--- src/hw/rtl/assert_macros.svh ---
// Assertion helpers shared by the RTL; empty when synthesised.
`ifndef ASSERT_MACROS_SVH
`define ASSERT_MACROS_SVH
`ifndef SYNTHESIS
`define PSC_ASSERT_IMPLY(label, clk, rst, ante, cons) \
   label: assert property (@(posedge clk) disable iff (rst) (ante) |-> (cons)) \
      else $error("implication check failed");
`define PSC_ASSERT_NEXT(label, clk, rst, ante, cons) \
   label: assert property (@(posedge clk) disable iff (rst) (ante) |=> (cons)) \
      else $error("next-cycle check failed");
`else
`define PSC_ASSERT_IMPLY(label, clk, rst, ante, cons)
`define PSC_ASSERT_NEXT(label, clk, rst, ante, cons)
`endif
`endif

--- src/hw/rtl/psc_pkg.sv ---
`default_nettype none
package psc_pkg;

   localparam int SampleW = 16;
   localparam int DiffW   = SampleW + 1;
   localparam int ProdW   = 2 * DiffW;
   localparam int FracW   = 8;
   localparam int TermW   = ProdW - FracW;
   localparam int SumW    = TermW + 2;
   localparam int CsrIdxW = 3;

   typedef enum logic [CsrIdxW-1:0] {
      REG_KP      = 3'd0,
      REG_KI      = 3'd1,
      REG_KD      = 3'd2,
      REG_OUT_MIN = 3'd3,
      REG_OUT_MAX = 3'd4,
      REG_REVERSE = 3'd5
   } csr_index_type;

   typedef struct packed {
      logic signed [SampleW-1:0] kp_gain;
      logic signed [SampleW-1:0] ki_gain;
      logic signed [SampleW-1:0] kd_gain;
      logic signed [SampleW-1:0] out_min;
      logic signed [SampleW-1:0] out_max;
      logic                      reverse_direction;
      logic                      limit_update;
   } cfg_type;

   typedef struct packed {
      logic signed [DiffW-1:0] err;
      logic signed [DiffW-1:0] dmeas;
   } diff_type;

   typedef struct packed {
      logic signed [TermW-1:0] pterm;
      logic signed [TermW-1:0] iterm;
      logic signed [TermW-1:0] dterm;
   } term_type;

   // Above hi gives hi, otherwise below lo gives lo.
   function automatic logic signed [SampleW-1:0] clamp_limits(
      input logic signed [SumW-1:0]    v,
      input logic signed [SampleW-1:0] lo,
      input logic signed [SampleW-1:0] hi
   );
      logic signed [SampleW-1:0] res;
      if (v > SumW'(hi)) begin
         res = hi;
      end else if (v < SumW'(lo)) begin
         res = lo;
      end else begin
         res = SampleW'(v);
      end
      return res;
   endfunction

endpackage
`default_nettype wire

--- src/hw/rtl/psc_csr.sv ---
`default_nettype none
module psc_csr (
   input  wire logic                          clock,
   input  wire logic                          reset,
   input  wire logic                          csr_we,
   input  wire logic [psc_pkg::CsrIdxW-1:0]   csr_index,
   input  wire logic [psc_pkg::SampleW-1:0]   csr_wdata,
   output psc_pkg::cfg_type                   cfg
);
   import psc_pkg::*;

   cfg_type cfg_ff, cfg_in;

   always_comb begin
      cfg_in = cfg_ff;
      cfg_in.limit_update = 1'b0;
      if (csr_we) begin
         unique case (csr_index)
            REG_KP:      cfg_in.kp_gain = csr_wdata;
            REG_KI:      cfg_in.ki_gain = csr_wdata;
            REG_KD:      cfg_in.kd_gain = csr_wdata;
            REG_OUT_MIN: cfg_in.out_min = csr_wdata;
            REG_OUT_MAX: cfg_in.out_max = csr_wdata;
            REG_REVERSE: cfg_in.reverse_direction = csr_wdata[0];
            default: ;
         endcase
         // flag the integral for re-clamping on the next cycle
         cfg_in.limit_update = csr_index inside {REG_OUT_MIN, REG_OUT_MAX};
      end
   end

   always_ff @(posedge clock) begin
      if (reset) begin
         cfg_ff.kp_gain           <= '0;
         cfg_ff.ki_gain           <= '0;
         cfg_ff.kd_gain           <= '0;
         cfg_ff.out_min           <= {1'b1, {(SampleW-1){1'b0}}};
         cfg_ff.out_max           <= {1'b0, {(SampleW-1){1'b1}}};
         cfg_ff.reverse_direction <= 1'b0;
         cfg_ff.limit_update      <= 1'b0;
      end else begin
         cfg_ff <= cfg_in;
      end
   end

   assign cfg = cfg_ff;

endmodule
`default_nettype wire

--- src/hw/rtl/psc_input.sv ---
`default_nettype none
`include "assert_macros.svh"
module psc_input (
   input  wire logic                          clock,
   input  wire logic                          reset,
   input  wire logic                          in_valid,
   output      logic                          in_ready,
   input  wire logic signed [psc_pkg::SampleW-1:0] setpoint,
   input  wire logic signed [psc_pkg::SampleW-1:0] measurement,
   output      logic                          out_valid,
   input  wire logic                          out_ready,
   output      psc_pkg::diff_type             out_data
);
   import psc_pkg::*;

   logic                      valid_ff, valid_in;
   logic signed [SampleW-1:0] prev_ff, prev_in;
   diff_type                  data_ff, data_in;
   logic                      take;

   assign in_ready = !valid_ff || out_ready;
   assign take     = in_valid && in_ready;

   always_comb begin
      valid_in = take ? 1'b1 : (out_ready ? 1'b0 : valid_ff);
      prev_in  = take ? measurement : prev_ff;
      data_in  = data_ff;
      if (take) begin
         data_in.err   = DiffW'(setpoint) - DiffW'(measurement);
         data_in.dmeas = DiffW'(measurement) - DiffW'(prev_ff);
      end
   end

   always_ff @(posedge clock) begin
      if (reset) begin
         valid_ff <= 1'b0;
         prev_ff  <= '0;
      end else begin
         valid_ff <= valid_in;
         prev_ff  <= prev_in;
      end
      data_ff <= data_in;
   end

   assign out_valid = valid_ff;
   assign out_data  = data_ff;

   `PSC_ASSERT_NEXT(a_prev_follows, clock, reset, take, prev_ff == $past(measurement))

endmodule
`default_nettype wire

--- src/hw/rtl/psc_product.sv ---
`default_nettype none
module psc_product (
   input  wire logic                  clock,
   input  wire logic                  reset,
   input  wire psc_pkg::cfg_type      cfg,
   input  wire logic                  in_valid,
   output      logic                  in_ready,
   input  wire psc_pkg::diff_type     in_data,
   output      logic                  out_valid,
   input  wire logic                  out_ready,
   output      psc_pkg::term_type     out_data
);
   import psc_pkg::*;

   logic                    valid_ff, valid_in;
   term_type                data_ff, data_in;
   logic signed [DiffW-1:0] kp_eff, ki_eff, kd_eff;
   logic signed [ProdW-1:0] p_full, i_full, d_full;
   logic                    take;

   assign in_ready = !valid_ff || out_ready;
   assign take     = in_valid && in_ready;

   // reverse acting: negate all gains; -32768 becomes +32768 in 17 bits
   always_comb begin
      kp_eff = cfg.reverse_direction ? -DiffW'(cfg.kp_gain) : DiffW'(cfg.kp_gain);
      ki_eff = cfg.reverse_direction ? -DiffW'(cfg.ki_gain) : DiffW'(cfg.ki_gain);
      kd_eff = cfg.reverse_direction ? -DiffW'(cfg.kd_gain) : DiffW'(cfg.kd_gain);
      p_full = ProdW'(kp_eff) * ProdW'(in_data.err);
      i_full = ProdW'(ki_eff) * ProdW'(in_data.err);
      d_full = ProdW'(kd_eff) * ProdW'(in_data.dmeas);
      valid_in = take ? 1'b1 : (out_ready ? 1'b0 : valid_ff);
      data_in  = data_ff;
      if (take) begin
         // drop the fraction bits: arithmetic shift, rounds to minus infinity
         data_in.pterm = p_full[ProdW-1:FracW];
         data_in.iterm = i_full[ProdW-1:FracW];
         data_in.dterm = d_full[ProdW-1:FracW];
      end
   end

   always_ff @(posedge clock) begin
      if (reset) begin
         valid_ff <= 1'b0;
      end else begin
         valid_ff <= valid_in;
      end
      data_ff <= data_in;
   end

   assign out_valid = valid_ff;
   assign out_data  = data_ff;

endmodule
`default_nettype wire

--- src/hw/rtl/psc_output.sv ---
`default_nettype none
`include "assert_macros.svh"
module psc_output (
   input  wire logic                          clock,
   input  wire logic                          reset,
   input  wire psc_pkg::cfg_type              cfg,
   input  wire logic                          in_valid,
   output      logic                          in_ready,
   input  wire psc_pkg::term_type             in_data,
   output      logic                          out_valid,
   input  wire logic                          out_ready,
   output      logic signed [psc_pkg::SampleW-1:0] drive
);
   import psc_pkg::*;

   logic                      valid_ff, valid_in;
   logic signed [SampleW-1:0] integral_ff, integral_in;
   logic signed [SampleW-1:0] drive_ff, drive_in;
   logic signed [SampleW-1:0] integral_next;
   logic signed [SumW-1:0]    integral_sum, drive_sum;
   logic                      take;

   assign in_ready = !valid_ff || out_ready;
   assign take     = in_valid && in_ready;

   always_comb begin
      integral_sum  = SumW'(integral_ff) + SumW'(in_data.iterm);
      integral_next = clamp_limits(integral_sum, cfg.out_min, cfg.out_max);
      drive_sum     = SumW'(in_data.pterm) + SumW'(integral_next) - SumW'(in_data.dterm);
      valid_in      = take ? 1'b1 : (out_ready ? 1'b0 : valid_ff);
      drive_in      = take ? clamp_limits(drive_sum, cfg.out_min, cfg.out_max) : drive_ff;
      integral_in   = integral_ff;
      if (cfg.limit_update) begin
         integral_in = clamp_limits(SumW'(integral_ff), cfg.out_min, cfg.out_max);
      end else if (take) begin
         integral_in = integral_next;
      end
   end

   always_ff @(posedge clock) begin
      if (reset) begin
         valid_ff    <= 1'b0;
         integral_ff <= '0;
      end else begin
         valid_ff    <= valid_in;
         integral_ff <= integral_in;
      end
      drive_ff <= drive_in;
   end

   assign out_valid = valid_ff;
   assign drive     = drive_ff;

   `PSC_ASSERT_IMPLY(a_drive_in_limits, clock, reset,
      valid_ff && (cfg.out_min <= cfg.out_max),
      (drive_ff >= cfg.out_min) && (drive_ff <= cfg.out_max))
   `PSC_ASSERT_NEXT(a_integral_holds, clock, reset,
      !take && !cfg.limit_update && !reset, $stable(integral_ff))

endmodule
`default_nettype wire

--- src/hw/rtl/pid_step_clamped.sv ---
// pid_step_clamped: fixed-point PID controller, derivative on the measurement.
// Input channel (req_): one transaction is one sample, setpoint and measurement.
// Result channel (rsp_): one transaction per sample, the clamped drive value.
// Configuration (csr_): write gains, limits and direction while the block is
// idle; a limit write sets a registered flag that re-clamps the stored integral.
// Pipeline: an accepted sample passes the difference, product and result
// registers in turn; one sample per cycle while rsp_tready is high, products
// registered ahead. The integral add and clamp in the result stage and the
// previous measurement in the difference stage close the sample-to-sample loops.
// Stall: when rsp_tready is low the result register holds and each earlier
// stage fills in turn; req_tready drops only once all three stages are full.
// Reset: synchronous, active high; clears the valid bits, integral and previous
// measurement, and restores gains 0, limits -32768..32767, forward direction.
`default_nettype none
module pid_step_clamped (
   input  wire logic        clock,
   input  wire logic        reset,
   input  wire logic        req_tvalid,
   output      logic        req_tready,
   input  wire logic [31:0] req_tdata,   // [15:0] setpoint, [31:16] measurement
   output      logic        rsp_tvalid,
   input  wire logic        rsp_tready,
   output      logic [15:0] rsp_tdata,   // [15:0] drive
   input  wire logic        csr_we,
   input  wire logic [2:0]  csr_index,
   input  wire logic [15:0] csr_wdata
);
   import psc_pkg::*;

   cfg_type                   cfg;
   diff_type                  diff_data;
   term_type                  term_data;
   logic                      diff_valid, diff_ready;
   logic                      term_valid, term_ready;
   logic signed [SampleW-1:0] setpoint, measurement, drive;

   // unpack the sample transaction
   assign setpoint    = req_tdata[SampleW-1:0];
   assign measurement = req_tdata[2*SampleW-1:SampleW];

   psc_csr u_csr (
      .clock     (clock),
      .reset     (reset),
      .csr_we    (csr_we),
      .csr_index (csr_index),
      .csr_wdata (csr_wdata),
      .cfg       (cfg)
   );

   // form error and measurement change, advance previous measurement
   psc_input u_input (
      .clock       (clock),
      .reset       (reset),
      .in_valid    (req_tvalid),
      .in_ready    (req_tready),
      .setpoint    (setpoint),
      .measurement (measurement),
      .out_valid   (diff_valid),
      .out_ready   (diff_ready),
      .out_data    (diff_data)
   );

   // three gain products, scaled down by the fraction bits
   psc_product u_product (
      .clock     (clock),
      .reset     (reset),
      .cfg       (cfg),
      .in_valid  (diff_valid),
      .in_ready  (diff_ready),
      .in_data   (diff_data),
      .out_valid (term_valid),
      .out_ready (term_ready),
      .out_data  (term_data)
   );

   // integral update, sum and clamp into the result register
   psc_output u_output (
      .clock     (clock),
      .reset     (reset),
      .cfg       (cfg),
      .in_valid  (term_valid),
      .in_ready  (term_ready),
      .in_data   (term_data),
      .out_valid (rsp_tvalid),
      .out_ready (rsp_tready),
      .drive     (drive)
   );

   assign rsp_tdata = drive;

endmodule
`default_nettype wire
--- config.mk ---
export PLATFORM = sky130hd
export DESIGN_NAME = pid_step_clamped
export DESIGN_NICKNAME = d
export VERILOG_FILES = /design/src/hw/rtl/psc_pkg.sv /design/src/hw/rtl/psc_csr.sv /design/src/hw/rtl/psc_input.sv /design/src/hw/rtl/psc_product.sv /design/src/hw/rtl/psc_output.sv /design/src/hw/rtl/pid_step_clamped.sv
export VERILOG_INCLUDE_DIRS = /design/src /design/src/hw/rtl
export SDC_FILE = /design/constraint.sdc
export NUM_CORES = 2
export LEC_CHECK = 0
export BUFFER_PORTS_ARGS = -buffer_cell sky130_fd_sc_hd__buf_4
export CORE_ASPECT_RATIO = 1.4
export CORE_MARGIN = 2
export CORE_UTILIZATION = 28
export CTS_BUF_LIST = sky130_fd_sc_hd__clkbuf_4 sky130_fd_sc_hd__clkbuf_8
export DETAILED_ROUTE_END_ITERATION = 10
export GPL_TIMING_DRIVEN = 0
export PLACE_DENSITY_LB_ADDON = 0.12
export SYNTH_ARGS = -nofsm -noshare
export SYNTH_HDL_FRONTEND = slang
export SYNTH_SLANG_ARGS = --single-unit
export TNS_END_PERCENT = 50
--- constraint.sdc ---
create_clock -name clock -period 24.2 [get_ports clock]
set_clock_uncertainty 0.1 [all_clocks]
set_input_delay 1.21 -clock clock [delete_from_list [all_inputs] [get_ports clock]]
set_output_delay 1.21 -clock clock [all_outputs]
set_load 0.01 [all_outputs]
==> impl_metrics.env <==
export IMPL_path_common_cell="a21oi_1"
export IMPL_total_leakage_power_nw=23.8
export IMPL_cp_slowest_cell="xor2_1"
export IMPL_cp_startpoint="u_output.integral_ff[0]"
export IMPL_setup_viol=0
export IMPL_r2r_end="u_output.drive[10]"
export IMPL_dpl_cell_count=7659
export IMPL_syn_instance_count=5289
export IMPL_grt_util_all_layers_pct=19.0
export IMPL_dp_hpwl_um=145000
export IMPL_arrival_ps=12390
export IMPL_status="finished, final reports clean"
export IMPL_crit_path_end="u_output.drive[10]"
export IMPL_worst_pin_slew_ps=1440
export IMPL_netlist_area_um2=48700
export IMPL_drive_above_1_share_pct=4.85
export IMPL_worst_setup_path_type="reg2reg"
export IMPL_fp_dieW_um=357
export IMPL_grt_pass1_vias=39000
export IMPL_critPathRequiredTime_ps=24560
export IMPL_cp_top_family="compound AO/OA/AOI/OAI gates"
export IMPL_antenna_found_initial=7
export IMPL_area_growth_pct=9.73
export IMPL_slew_headroom_pct=3.25
export IMPL_yosys_warnings=0
export IMPL_avgSynthCellArea_um2=9.21
export IMPL_clk_pin_slew_worst_paths_ps=60
export IMPL_endpoint_kind="flip-flop"
export IMPL_p_per_area_nw_per_um2=123
export IMPL_final_area_um2=53500
export IMPL_synth_nets=6730
export IMPL_rows=181
export IMPL_cap_violations=0
export IMPL_drc=0
export IMPL_ff2ff_setup_slack_ps=12170
export IMPL_cts_root_buf="clkbuf_8"
export IMPL_cp_depth=45
export IMPL_rr_startpoint="u_output.integral_ff[0]"
export IMPL_cp_start_kind="flip-flop"
export IMPL_critical_path_buf_inv_count=6
export IMPL_hold_class="reg2reg"
export IMPL_gp_congestion=0.892
export IMPL_htreeDepth=2
export IMPL_synthFlopType="edfxtp_1"
export IMPL_critical_path_max_stage_delay_ps=730
export IMPL_yosysUniqueCellTypes=81
export IMPL_ys_seq_area_share_pct=12.7
export IMPL_drt_iter0_drc=1688
export IMPL_finalSetupTns_ps=0
export IMPL_cts_buffers=51
export IMPL_vias_per_cell=4.64
export IMPL_vias=36000
export IMPL_peakVddDrop_uv=196
export IMPL_io_buffer_count=73
export IMPL_drt_wl_total_um=166000
export IMPL_grt_pass1_wl_um=251000
export IMPL_first_pass_iters=8
export IMPL_cts_path_max_buffers=3
export IMPL_holdBufCountCts=0
export IMPL_wl_per_cell_um=21.5
export IMPL_overflow=0
export IMPL_synth_edf_count=128
export IMPL_rsz0062_at_grt="no"
export IMPL_final_cells=7756
export IMPL_placed_cell_area_um2=52400
export IMPL_clk_latency_ps=730
export IMPL_reg2regPathDepth=45
export IMPL_nNetsFinal=6866
export IMPL_cts_setup_buffers=0
export IMPL_initial_core_util_pct=28.1
export IMPL_path_max_fanout=10
export IMPL_nFillCells=18400
export IMPL_synth_seq_cells=245
export IMPL_cts_tree="yes"
export IMPL_final_max_slew_violation_count=0
export IMPL_ctsResizeCount=0
export IMPL_ios=74
export IMPL_max_freq_ghz=0.0831
export IMPL_hold_depth=2
export IMPL_synthArstFlopShare_pct=0
export IMPL_hold_violations=0
export IMPL_drtAntennaViolNets=0
export IMPL_clock_sinks=245
export IMPL_core_um2=173000
export IMPL_grt_max_degree=28
export IMPL_min_period_ps=12030
export IMPL_post_route_period_util_pct=49.7
export IMPL_die_h_um=498
export IMPL_die_area_um2=177000
[worst min-delay path by stage]
stage          slack [ps]             endpoint                 from
3_5_place_dp          350  u_input.prev_ff[11]  u_input.prev_ff[11]
5_1_grt               380  u_input.prev_ff[10]  u_input.prev_ff[10]
3_3_place_gp          340  u_input.prev_ff[11]  u_input.prev_ff[11]
6_report              350  u_input.prev_ff[11]  u_input.prev_ff[11]
4_1_cts               360   u_input.prev_ff[7]   u_input.prev_ff[7]
2_1_floorplan         340        u_csr.cfg[65]        u_csr.cfg[65]
[worst register-to-register path, delay by kind of cell, from the launching register on]
kind,cells,cell delay (ps)
AOI/OAI and AO/OA,20,4810
xor gates and xnor gates,2,1140
adders and majority gates,6,2100
buffers and inverters,6,1330
DFF,1,480
muxes,3,780
and+or+nand+nor,8,1050
[synth_stat cells (6+ instances only)]
cell,number,area (um^2)
o21ai_1,6,30.0
o211ai_1,17,128
a211o_1,19,166
a31oi_1,8,50.1
a21boi_0,13,97.6
nand3_1,45,225
nand2_1,740,2780
nand4_1,34,213
o22ai_1,18,113
nor2b_1,53,332
a211oi_1,20,150
o21bai_1,11,82.6
or2_2,45,282
clkbuf_1,157,589
buf_1,8,30.0
nor4_1,6,37.5
o31ai_1,33,248
ha_1,471,5890
nand3b_1,6,45.0
nor2_1,174,653
buf_2,11,55.1
dfxtp_1,117,2340
mux2_2,7,78.8
edfxtp_1,128,3840
nand2b_1,27,169
nor3_1,49,245
o21ai_0,95,475
or3_1,18,113
xnor2_1,172,1510
xor2_1,36,315
inv_1,1041,3910
o21a_1,26,195
mux2i_1,46,460
fa_1,914,18300
and3_1,14,87.6
o2111ai_1,7,61.3
a21o_1,47,353
a31o_2,6,52.6
a21oi_1,222,1110
and2_1,339,2120
[per-layer routing]
metal	part of all wire [%]	global-route usage, %	wire length [um]
met3	2.8	1.60	4640
met5	0.022	0	36
met4	4.1	6.55	6810
met2	53	35.6	88900
met1	40	22.4	66000
[power breakdown]
part	total [mW]	leakage [nW]	internal, mW	switching, mW
Clock	0.475	0.561	0.256	0.219
Combinational	5.38	21.1	2.11	3.27
Sequential	0.713	2.16	0.618	0.0951
Total	6.57	23.8	2.98	3.59
[sequential cells by signal, summed over array words and instances (netlist names)]
signal                count
u_csr.cfg                82
u_product.out_data       78
u_input.out_data         34
u_input.prev_ff          16
u_output.drive           16
u_output.integral_ff     16
u_input.out_valid         1
u_output.out_valid        1
u_product.out_valid       1
[final cells by class]
cell class / instances / area [um^2] / share of cell area (%)
clock buffer: 66 / 852 / 1.59
buffer: 180 / 708 / 1.32
tap: 2287 / 2860 / 5.35
clock inverter: 28 / 226 / 0.424
sequential: 245 / 6190 / 11.6
inverter: 1042 / 3910 / 7.32
timing repair buffer: 83 / 734 / 1.37
antenna: 3 / 7.51 / 0.0140
multi-input combinational: 3822 / 38000 / 71.0
[cells in the final DEF (no fill, tap or decap), types with 52 or more instances in the layout]
master / n
edfxtp_1: 128
and2_1: 339
clkbuf_1: 156
xnor2_1: 167
fa_1: 914
dfxtp_1: 117
o21ai_0: 92
clkbuf_8: 57
nand2_1: 740
nor2_1: 174
a21oi_1: 222
ha_1: 471
nor2b_1: 52
inv_1: 1041
buf_4: 75
[stage by stage]
step | util, % | setup WS, ps | hold WS [ps] | total power, mW
floorplan | - | 14590 | 336 | 4.38
global placement | 30.1 | 11230 | 342 | 6.08
detailed placement | 30.2 | 12300 | 347 | 6.12
CTS | 30.8 | 12200 | 356 | 6.65
global route | 30.9 | 11570 | 376 | 7.21
finish | 30.9 | 12170 | 353 | 6.57
[logic make-up (layout without fill, tap and decap cells)]
group / after synthesis / after routing / share of synthesized area, %
DFF: 245 / 245 / 12.7
buffers and inverters: 1222 / 1399 / 9.48
xor gates and xnor gates: 208 / 208 / 3.74
and+or+nand+nor: 1573 / 1573 / 15.4
muxes: 53 / 53 / 1.11
other: 0 / 3 / 0
AOI/OAI and AO/OA: 603 / 603 / 7.93
adders and majority gates: 1385 / 1385 / 49.7
Note: power is estimated with default switching activity, not from simulation.
